$ cat config.mk
export PLATFORM = sky130hd
export DESIGN_NAME = julia_escape_time_iterator_top
export DESIGN_NICKNAME = d
export VERILOG_FILES = /design/src/rtl/jet_pkg.sv /design/src/rtl/jet_mul.sv /design/src/rtl/jet_core.sv /design/src/rtl/julia_escape_time_iterator_top.sv
export SDC_FILE = /design/constraint.sdc
export NUM_CORES = 2
export LEC_CHECK = 0
export BUFFER_PORTS_ARGS = -buffer_cell sky130_fd_sc_hd__buf_2
export CAP_MARGIN = 10
export CORE_AREA = 2 2 303 305
export DETAILED_ROUTE_END_ITERATION = 8
export DIE_AREA = 0 0 305 307
export PLACE_DENSITY_LB_ADDON = 0.1
export SYNTH_ARGS = -nofsm -noshare
export SYNTH_HDL_FRONTEND = slang
export SYNTH_SLANG_ARGS = --single-unit
$ cat constraint.sdc
create_clock -name clock -period 12.5 [get_ports clock]
set_input_delay 2.5 -clock clock [delete_from_list [all_inputs] [get_ports clock]]
set_output_delay 2.5 -clock clock [all_outputs]
set_load 0.1 [all_outputs]
$ cat src/rtl/jet_pkg.sv
// ----------------------------------------------------------------------------
// jet_pkg
// Widths, formats, control records and sequencer states of the iterator.
// ----------------------------------------------------------------------------
package jet_pkg;

   localparam int FRAC_BITS = 29;
   localparam int IN_W      = 32;
   localparam int Z_W       = 40;             // Q10.29 working format
   localparam int HALF_W    = Z_W / 2;
   localparam int MAG_W     = 2 * Z_W;        // unsigned product magnitude
   localparam int PROD_W    = MAG_W + 1;      // signed product
   localparam int SUM_W     = PROD_W + 1;     // room for the update sums
   localparam int CNT_W     = 10;

   localparam logic [CNT_W-1:0] MAX_ITER_RESET = CNT_W'(100);
   // 4.0 at 2*FRAC_BITS fraction bits
   localparam logic [SUM_W-1:0] ESC_LIMIT = SUM_W'(1) << (2 * FRAC_BITS + 2);

   typedef logic signed [Z_W-1:0]    z_type;
   typedef logic signed [PROD_W-1:0] prod_type;

   typedef struct packed {
      logic  start;
      z_type op_a;
      z_type op_b;
   } mul_req_type;

   typedef struct packed {
      logic     done;
      prod_type product;
   } mul_rsp_type;

   typedef struct packed {
      logic             valid;
      logic [CNT_W-1:0] iter_count;
      logic             escaped;
   } result_type;

   typedef enum logic [3:0] {
      ST_IDLE,
      ST_ISSUE_RE,
      ST_WAIT_RE,
      ST_ISSUE_IM,
      ST_WAIT_IM,
      ST_CHECK,
      ST_ISSUE_RI,
      ST_WAIT_RI,
      ST_UPDATE,
      ST_DONE
   } state_type;

endpackage

$ cat src/rtl/jet_mul.sv
// ----------------------------------------------------------------------------
// jet_mul
// Shared signed multiplier: one half-width partial product per cycle,
// four passes per product, exact full-precision result.
// ----------------------------------------------------------------------------
module jet_mul import jet_pkg::*; (
   input  logic        clock,
   input  logic        reset,
   input  mul_req_type mul_req,
   output mul_rsp_type mul_rsp
);

   logic [Z_W-1:0]    mag_a_ff, mag_a_in;
   logic [Z_W-1:0]    mag_b_ff, mag_b_in;
   logic              neg_ff, neg_in;
   logic [MAG_W-1:0]  acc_ff, acc_in;
   logic [1:0]        step_ff, step_in;
   logic              busy_ff, busy_in;
   logic              done_ff, done_in;
   logic [HALF_W-1:0] pp_a, pp_b;
   logic [2*HALF_W-1:0] pp;
   logic [MAG_W-1:0]  pp_shift;
   prod_type          prod_pos;

   function automatic logic [Z_W-1:0] magnitude(input logic [Z_W-1:0] v);
      return v[Z_W-1] ? (~v + Z_W'(1)) : v;
   endfunction

   always_comb begin
      // step bit 1 picks the upper half of a, bit 0 the upper half of b
      pp_a     = step_ff[1] ? mag_a_ff[Z_W-1 -: HALF_W] : mag_a_ff[HALF_W-1:0];
      pp_b     = step_ff[0] ? mag_b_ff[Z_W-1 -: HALF_W] : mag_b_ff[HALF_W-1:0];
      pp       = pp_a * pp_b;
      pp_shift = MAG_W'(pp) << (HALF_W * (step_ff[0] + step_ff[1]));

      mag_a_in = mag_a_ff;
      mag_b_in = mag_b_ff;
      neg_in   = neg_ff;
      acc_in   = acc_ff;
      step_in  = step_ff;
      busy_in  = busy_ff;
      done_in  = 1'b0;
      if (mul_req.start) begin
         mag_a_in = magnitude(mul_req.op_a);
         mag_b_in = magnitude(mul_req.op_b);
         neg_in   = mul_req.op_a[Z_W-1] ^ mul_req.op_b[Z_W-1];
         acc_in   = '0;
         step_in  = '0;
         busy_in  = 1'b1;
      end else if (busy_ff) begin
         acc_in  = acc_ff + pp_shift;
         step_in = step_ff + 2'd1;
         if (step_ff == 2'd3) begin
            busy_in = 1'b0;
            done_in = 1'b1;
         end
      end
   end

   always_ff @(posedge clock) begin
      if (reset) begin
         step_ff <= '0;
         busy_ff <= 1'b0;
         done_ff <= 1'b0;
      end else begin
         step_ff <= step_in;
         busy_ff <= busy_in;
         done_ff <= done_in;
      end
      mag_a_ff <= mag_a_in;
      mag_b_ff <= mag_b_in;
      neg_ff   <= neg_in;
      acc_ff   <= acc_in;
   end

   always_comb begin
      prod_pos        = {1'b0, acc_ff};
      mul_rsp.done    = done_ff;
      mul_rsp.product = neg_ff ? -prod_pos : prod_pos;
   end

endmodule

$ cat src/rtl/jet_core.sv
// ----------------------------------------------------------------------------
// jet_core
// Sequencer and datapath: squares and cross product of z through the shared
// multiplier, escape test, update of z and iteration count.
// ----------------------------------------------------------------------------
module jet_core import jet_pkg::*; (
   input  logic                   clock,
   input  logic                   reset,
   input  logic                   in_valid,
   output logic                   in_ready,
   input  logic signed [IN_W-1:0] start_re,
   input  logic signed [IN_W-1:0] start_im,
   input  logic signed [IN_W-1:0] const_re,
   input  logic signed [IN_W-1:0] const_im,
   input  logic [CNT_W-1:0]       max_iterations,
   output result_type             result,
   input  logic                   result_ready
);

   state_type        state_ff, state_in;
   z_type            re_ff, re_in, im_ff, im_in;
   z_type            cre_ff, cre_in, cim_ff, cim_in;
   logic [CNT_W-1:0] limit_ff, limit_in;
   logic [CNT_W-1:0] k_ff, k_in;
   logic             first_ff, first_in;
   logic             esc_ff, esc_in;
   prod_type         sq_re_ff, sq_re_in, sq_im_ff, sq_im_in, prod_ff, prod_in;

   mul_req_type      mul_req;
   mul_rsp_type      mul_rsp;

   logic [SUM_W-1:0]        mag_sum;
   logic                    escape;
   logic signed [SUM_W-1:0] re_sum, im_sum;
   z_type                   re_next, im_next;

   jet_mul u_mul (
      .clock   (clock),
      .reset   (reset),
      .mul_req (mul_req),
      .mul_rsp (mul_rsp)
   );

   always_comb begin
      // squares are never negative
      mag_sum = {1'b0, sq_re_ff} + {1'b0, sq_im_ff};
      escape  = (mag_sum >= ESC_LIMIT);
      // fold c in before the shift so the slice gives the floored update
      re_sum  = SUM_W'(sq_re_ff) - SUM_W'(sq_im_ff) + (SUM_W'(cre_ff) <<< FRAC_BITS);
      im_sum  = (SUM_W'(prod_ff) <<< 1) + (SUM_W'(cim_ff) <<< FRAC_BITS);
      re_next = re_sum[FRAC_BITS +: Z_W];
      im_next = im_sum[FRAC_BITS +: Z_W];
   end

   always_comb begin
      state_in = state_ff;
      re_in    = re_ff;
      im_in    = im_ff;
      cre_in   = cre_ff;
      cim_in   = cim_ff;
      limit_in = limit_ff;
      k_in     = k_ff;
      first_in = first_ff;
      esc_in   = esc_ff;
      sq_re_in = sq_re_ff;
      sq_im_in = sq_im_ff;
      prod_in  = prod_ff;

      mul_req.start = 1'b0;
      mul_req.op_a  = re_ff;
      mul_req.op_b  = re_ff;
      in_ready      = 1'b0;
      result.valid  = 1'b0;

      unique case (state_ff)
         ST_IDLE: begin
            in_ready = 1'b1;
            if (in_valid) begin
               re_in    = Z_W'(start_re);
               im_in    = Z_W'(start_im);
               cre_in   = Z_W'(const_re);
               cim_in   = Z_W'(const_im);
               limit_in = max_iterations;
               k_in     = '0;
               first_in = 1'b1;
               esc_in   = 1'b0;
               state_in = (max_iterations == '0) ? ST_DONE : ST_ISSUE_RE;
            end
         end
         ST_ISSUE_RE: begin
            mul_req.start = 1'b1;
            state_in      = ST_WAIT_RE;
         end
         ST_WAIT_RE: begin
            if (mul_rsp.done) begin
               sq_re_in = mul_rsp.product;
               state_in = ST_ISSUE_IM;
            end
         end
         ST_ISSUE_IM: begin
            mul_req.start = 1'b1;
            mul_req.op_a  = im_ff;
            mul_req.op_b  = im_ff;
            state_in      = ST_WAIT_IM;
         end
         ST_WAIT_IM: begin
            if (mul_rsp.done) begin
               sq_im_in = mul_rsp.product;
               state_in = ST_CHECK;
            end
         end
         ST_CHECK: begin
            // the starting point itself is not tested
            if (first_ff) begin
               first_in = 1'b0;
               state_in = ST_ISSUE_RI;
            end else if (escape) begin
               esc_in   = 1'b1;
               state_in = ST_DONE;
            end else begin
               k_in     = k_ff + CNT_W'(1);
               state_in = (k_ff + CNT_W'(1) == limit_ff) ? ST_DONE : ST_ISSUE_RI;
            end
         end
         ST_ISSUE_RI: begin
            mul_req.start = 1'b1;
            mul_req.op_b  = im_ff;
            state_in      = ST_WAIT_RI;
         end
         ST_WAIT_RI: begin
            if (mul_rsp.done) begin
               prod_in  = mul_rsp.product;
               state_in = ST_UPDATE;
            end
         end
         ST_UPDATE: begin
            re_in    = re_next;
            im_in    = im_next;
            state_in = ST_ISSUE_RE;
         end
         ST_DONE: begin
            result.valid = 1'b1;
            if (result_ready) begin
               state_in = ST_IDLE;
            end
         end
         default: begin
            state_in = ST_IDLE;
         end
      endcase

      result.iter_count = k_ff;
      result.escaped    = esc_ff;
   end

   always_ff @(posedge clock) begin
      if (reset) begin
         state_ff <= ST_IDLE;
      end else begin
         state_ff <= state_in;
      end
      re_ff    <= re_in;
      im_ff    <= im_in;
      cre_ff   <= cre_in;
      cim_ff   <= cim_in;
      limit_ff <= limit_in;
      k_ff     <= k_in;
      first_ff <= first_in;
      esc_ff   <= esc_in;
      sq_re_ff <= sq_re_in;
      sq_im_ff <= sq_im_in;
      prod_ff  <= prod_in;
   end

endmodule

$ cat src/rtl/julia_escape_time_iterator_top.sv
// ----------------------------------------------------------------------------
// julia_escape_time_iterator_top
// Julia-set escape-time iterator with a valid/stall request and result
// channel and a one-register write port for the iteration limit.
//
// Each request carries z0 and c in signed Q2.29. The block iterates
// z = z*z + c in Q10.29 with exact products and reports how many updates
// passed before |z|^2 reached 4, or the limit with escaped low. One item is
// worked on at a time and req_stall stays high until its result has moved
// to the output register. All products come from a single 20x20 multiplier
// that takes four passes per 40x40 product; one update of z needs three
// products plus a test and an update step. An item makes at most
// max_iterations updates (reset value 100), and a limit of zero sends the
// item to the result without any products.
// ----------------------------------------------------------------------------
module julia_escape_time_iterator_top import jet_pkg::*; (
   input  logic                   clock,
   input  logic                   reset,
   input  logic                   req_valid,
   output logic                   req_stall,
   input  logic signed [IN_W-1:0] req_start_re,
   input  logic signed [IN_W-1:0] req_start_im,
   input  logic signed [IN_W-1:0] req_const_re,
   input  logic signed [IN_W-1:0] req_const_im,
   output logic                   rsp_valid,
   input  logic                   rsp_stall,
   output logic [CNT_W-1:0]       rsp_iter_count,
   output logic                   rsp_escaped,
   input  logic                   csr_wr_en,
   input  logic [CNT_W-1:0]       csr_wr_data
);

   logic [CNT_W-1:0] max_iter_ff, max_iter_in;
   logic             rsp_valid_ff, rsp_valid_in;
   logic [CNT_W-1:0] rsp_count_ff, rsp_count_in;
   logic             rsp_escaped_ff, rsp_escaped_in;
   logic             core_ready;
   logic             result_ready;
   result_type       result;

   jet_core u_core (
      .clock          (clock),
      .reset          (reset),
      .in_valid       (req_valid),
      .in_ready       (core_ready),
      .start_re       (req_start_re),
      .start_im       (req_start_im),
      .const_re       (req_const_re),
      .const_im       (req_const_im),
      .max_iterations (max_iter_ff),
      .result         (result),
      .result_ready   (result_ready)
   );

   always_comb begin
      max_iter_in = csr_wr_en ? csr_wr_data : max_iter_ff;

      // output register is free when empty or being drained this cycle
      result_ready   = !rsp_valid_ff || !rsp_stall;
      rsp_valid_in   = rsp_valid_ff;
      rsp_count_in   = rsp_count_ff;
      rsp_escaped_in = rsp_escaped_ff;
      if (result.valid && result_ready) begin
         rsp_valid_in   = 1'b1;
         rsp_count_in   = result.iter_count;
         rsp_escaped_in = result.escaped;
      end else if (!rsp_stall) begin
         rsp_valid_in = 1'b0;
      end
   end

   always_ff @(posedge clock) begin
      if (reset) begin
         max_iter_ff  <= MAX_ITER_RESET;
         rsp_valid_ff <= 1'b0;
      end else begin
         max_iter_ff  <= max_iter_in;
         rsp_valid_ff <= rsp_valid_in;
      end
      rsp_count_ff   <= rsp_count_in;
      rsp_escaped_ff <= rsp_escaped_in;
   end

   assign req_stall      = !core_ready;
   assign rsp_valid      = rsp_valid_ff;
   assign rsp_iter_count = rsp_count_ff;
   assign rsp_escaped    = rsp_escaped_ff;

endmodule

==> results.json <==
{
  "route.detailed.drc": 0,
  "end_kind": "flip-flop",
  "wl_met2_um": 78600,
  "worstReg2RegEnd": "u_core.u_mul.acc_ff[72]",
  "grt_usage": 0.371,
  "vias_per_cell": 6.20,
  "cp.depth": 41,
  "antenna_found_initial": 5,
  "cts_resized": 0,
  "setup_tns_ns": 0,
  "synth_fp_nets": 6833,
  "ys_types": 91,
  "postRouteAntennaNets": 0,
  "reg2reg_from": "u_core.u_mul.step_ff[0]",
  "multi_input_area_mm2": 0.0348,
  "regArea_mm2": 0.0158,
  "rows": 111,
  "initial_utilization": 0.595,
  "fin_ws_ns": 0.760,
  "htreeDepth": 3,
  "grt_pass1_vias": 43700,
  "die_h_um": 307,
  "fin_crit_ns": 11.74,
  "dieArea_mm2": 0.0936,
  "overflow": 0,
  "hold_viol_final": 0,
  "cap_violations": 0,
  "clk_latency_ns": 0.66,
  "worstPathMaxFanout": 15,
  "worst_ep_required_time_ns": 13.06,
  "avgSynthCellArea_um2": 9.23,
  "reg2reg_depth": 41,
  "cpMostUsedCell": "fa_1",
  "core_area_mm2": 0.0907,
  "ys_ff_latch": 559,
  "status": "complete, no violations",
  "yosysMostFrequentCell": "inv_1",
  "cts_sinks": 559,
  "synthTopCellsByArea": "edfxtp_1 (26%), fa_1 (13%), ha_1 (11%)",
  "yosysSeqAreaShare": 0.293,
  "path_class": "reg2reg",
  "slowest_stage": "mux2i_2",
  "fillers": 7713,
  "dpl_worst_slack_ns": 0.866,
  "worst_pin_slew_ns": 1.18,
  "top_layer": "met4",
  "grt_setup_unrepaired": "no",
  "setup_viol": 0,
  "drt_iter0_drc": 4682,
  "timing.slew.headroom": 0.208,
  "crit_arrival_ns": 12.30,
  "netlist_area_mm2": 0.0539,
  "crit_family": "compound AO/OA/AOI/OAI gates",
  "drive_above_1_share": 0.0742,
  "grt_max_degree": 84,
  "dp_hpwl_um": 140000,
  "crit_path_start": "u_core.u_mul.step_ff[0]",
  "cts_tree": "done",
  "drt-pass1-iter-count": 6,
  "cts_made_buffers": 66,
  "netlist_instances": 5840,
  "routedWlPerCell_um": 24.2,
  "r2r_slack_ns": 0.76,
  "synth_edf_count": 460,
  "wl_um": 173000,
  "synth_largest_area_cell": "edfxtp_1",
  "slew_violations": 0,
  "postCtsSetupBuffers": 0,
  "postCtsHoldBufs": 0,
  "area_growth_pct": 7.90,
  "clock_skew_ns": 0.0315,
  "cp-endpoint": "u_core.u_mul.acc_ff[72]",
  "port_buffers": 155,
  "critPathBufInv": 6,
  "m1WireLength_um": 69500,
  "synth_flop_cell": "edfxtp_1",
  "max_stage_delay_ns": 0.81,
  "clk_pin_slew_ns": 0.06,
  "cts_max_path_buffers": 3,
  "pin_count": 156,
  "yosysTopAreaCellShare": 0.256,
  "dr_wl_met3_um": 15000,
  "synthTopCellsByCount": "inv_1 (696), nor2_1 (579), nand2_1 (489)",
  "die_w_um": 305,
  "async_reset_ff_frac": 0,
  "cts_root_buffer": "clkbuf_16",
  "max_freq_ghz": 0.0852,
  "via_count": 44400,
  "fin_crit_sh": 0.939,
  "yosysWarnings": 0,
  "gp_congestion": 1.03,
  "nets": 6922,
  "hp-class": "reg2reg",
  "worstSetupStartpointType": "flip-flop",
  "grt_pass1_wl_um": 262000
}
==> cells by family (layout without fill, tap and decap cells) <==
family,count (synthesis),count (layout),share of synthesized area
AOI/OAI and AO/OA,1220,1220,0.144
buffers and inverters,905,1048,0.0634
muxes,240,240,0.0458
adders and majority gates,850,850,0.248
xor gates and xnor gates,367,367,0.0596
DFF,559,559,0.293
other,0,3,0
and+or+nand+nor,1699,1699,0.147
==> registers in the layout, summed over array words and instances (netlist names), 32 cells and up <==
signal / flops
u_core.cim_ff: 32
u_core.cre_ff: 32
u_core.sq_re_ff: 81
u_core.u_mul.acc_ff: 80
u_core.u_mul.mag_b_ff: 40
u_core.im_ff: 40
u_core.sq_im_ff: 81
u_core.u_mul.mag_a_ff: 40
u_core.re_ff: 40
u_core.prod_ff: 40
==> per-stage QoR <==
stage / cell area [um2] / hold WS, ns / instances / utilization
after global placement: 56000 / 0.410 / 7047 / 0.618
after floorplan: 53900 / 0.400 / 5840 / -
after global routing: 58200 / 0.453 / 7169 / 0.641
final: 58200 / 0.433 / 7172 / 0.642
after CTS: 58200 / 0.444 / 7169 / 0.641
after detailed placement: 56000 / 0.430 / 7047 / 0.618
==> metal layers <==
layer | up-vias | track usage
met3 | 396 | 0.0652
li1 | 20500 | -
met5 | - | 0
met4 | 0 | 0.194
met1 | 21700 | 0.482
met2 | 1863 | 0.594
==> cell usage in the layout, fill, tap and decap left out, types with 155 or more instances in the layout <==
cell type    n
inv_1      695
o21ai_0    276
nand2_1    486
xnor2_1    256
nor2_1     578
buf_2      155
mux2i_1    181
fa_1       362
ha_1       488
a21oi_1    351
edfxtp_1   460
==> worst min path at each step <==
| stage | start | endpoint | slack, ns | depth (start not counted) |
|---|---|---|---|---|
| after floorplan | u_core.esc_ff | rsp_escaped | 0.40 | 0 |
| after global placement | u_core.esc_ff | rsp_escaped | 0.41 | 0 |
| after detailed placement | u_core.esc_ff | rsp_escaped | 0.43 | 0 |
| after CTS | u_core.esc_ff | rsp_escaped | 0.44 | 0 |
| after global routing | u_core.esc_ff | rsp_escaped | 0.45 | 0 |
| final | u_core.esc_ff | rsp_escaped | 0.43 | 0 |
==> final cells by class <==
cell class | count | share of cell area
antenna | 3 | 0.000129
clock buffer | 86 | 0.0300
clock inverter | 36 | 0.00675
inverter | 700 | 0.0453
multi-input combinational | 4376 | 0.598
sequential | 559 | 0.272
tap | 1186 | 0.0255
timing repair buffer | 226 | 0.0225
Power is not shown: default switching activity piles up to over one toggle a cycle in this logic, so the estimate is an artifact.
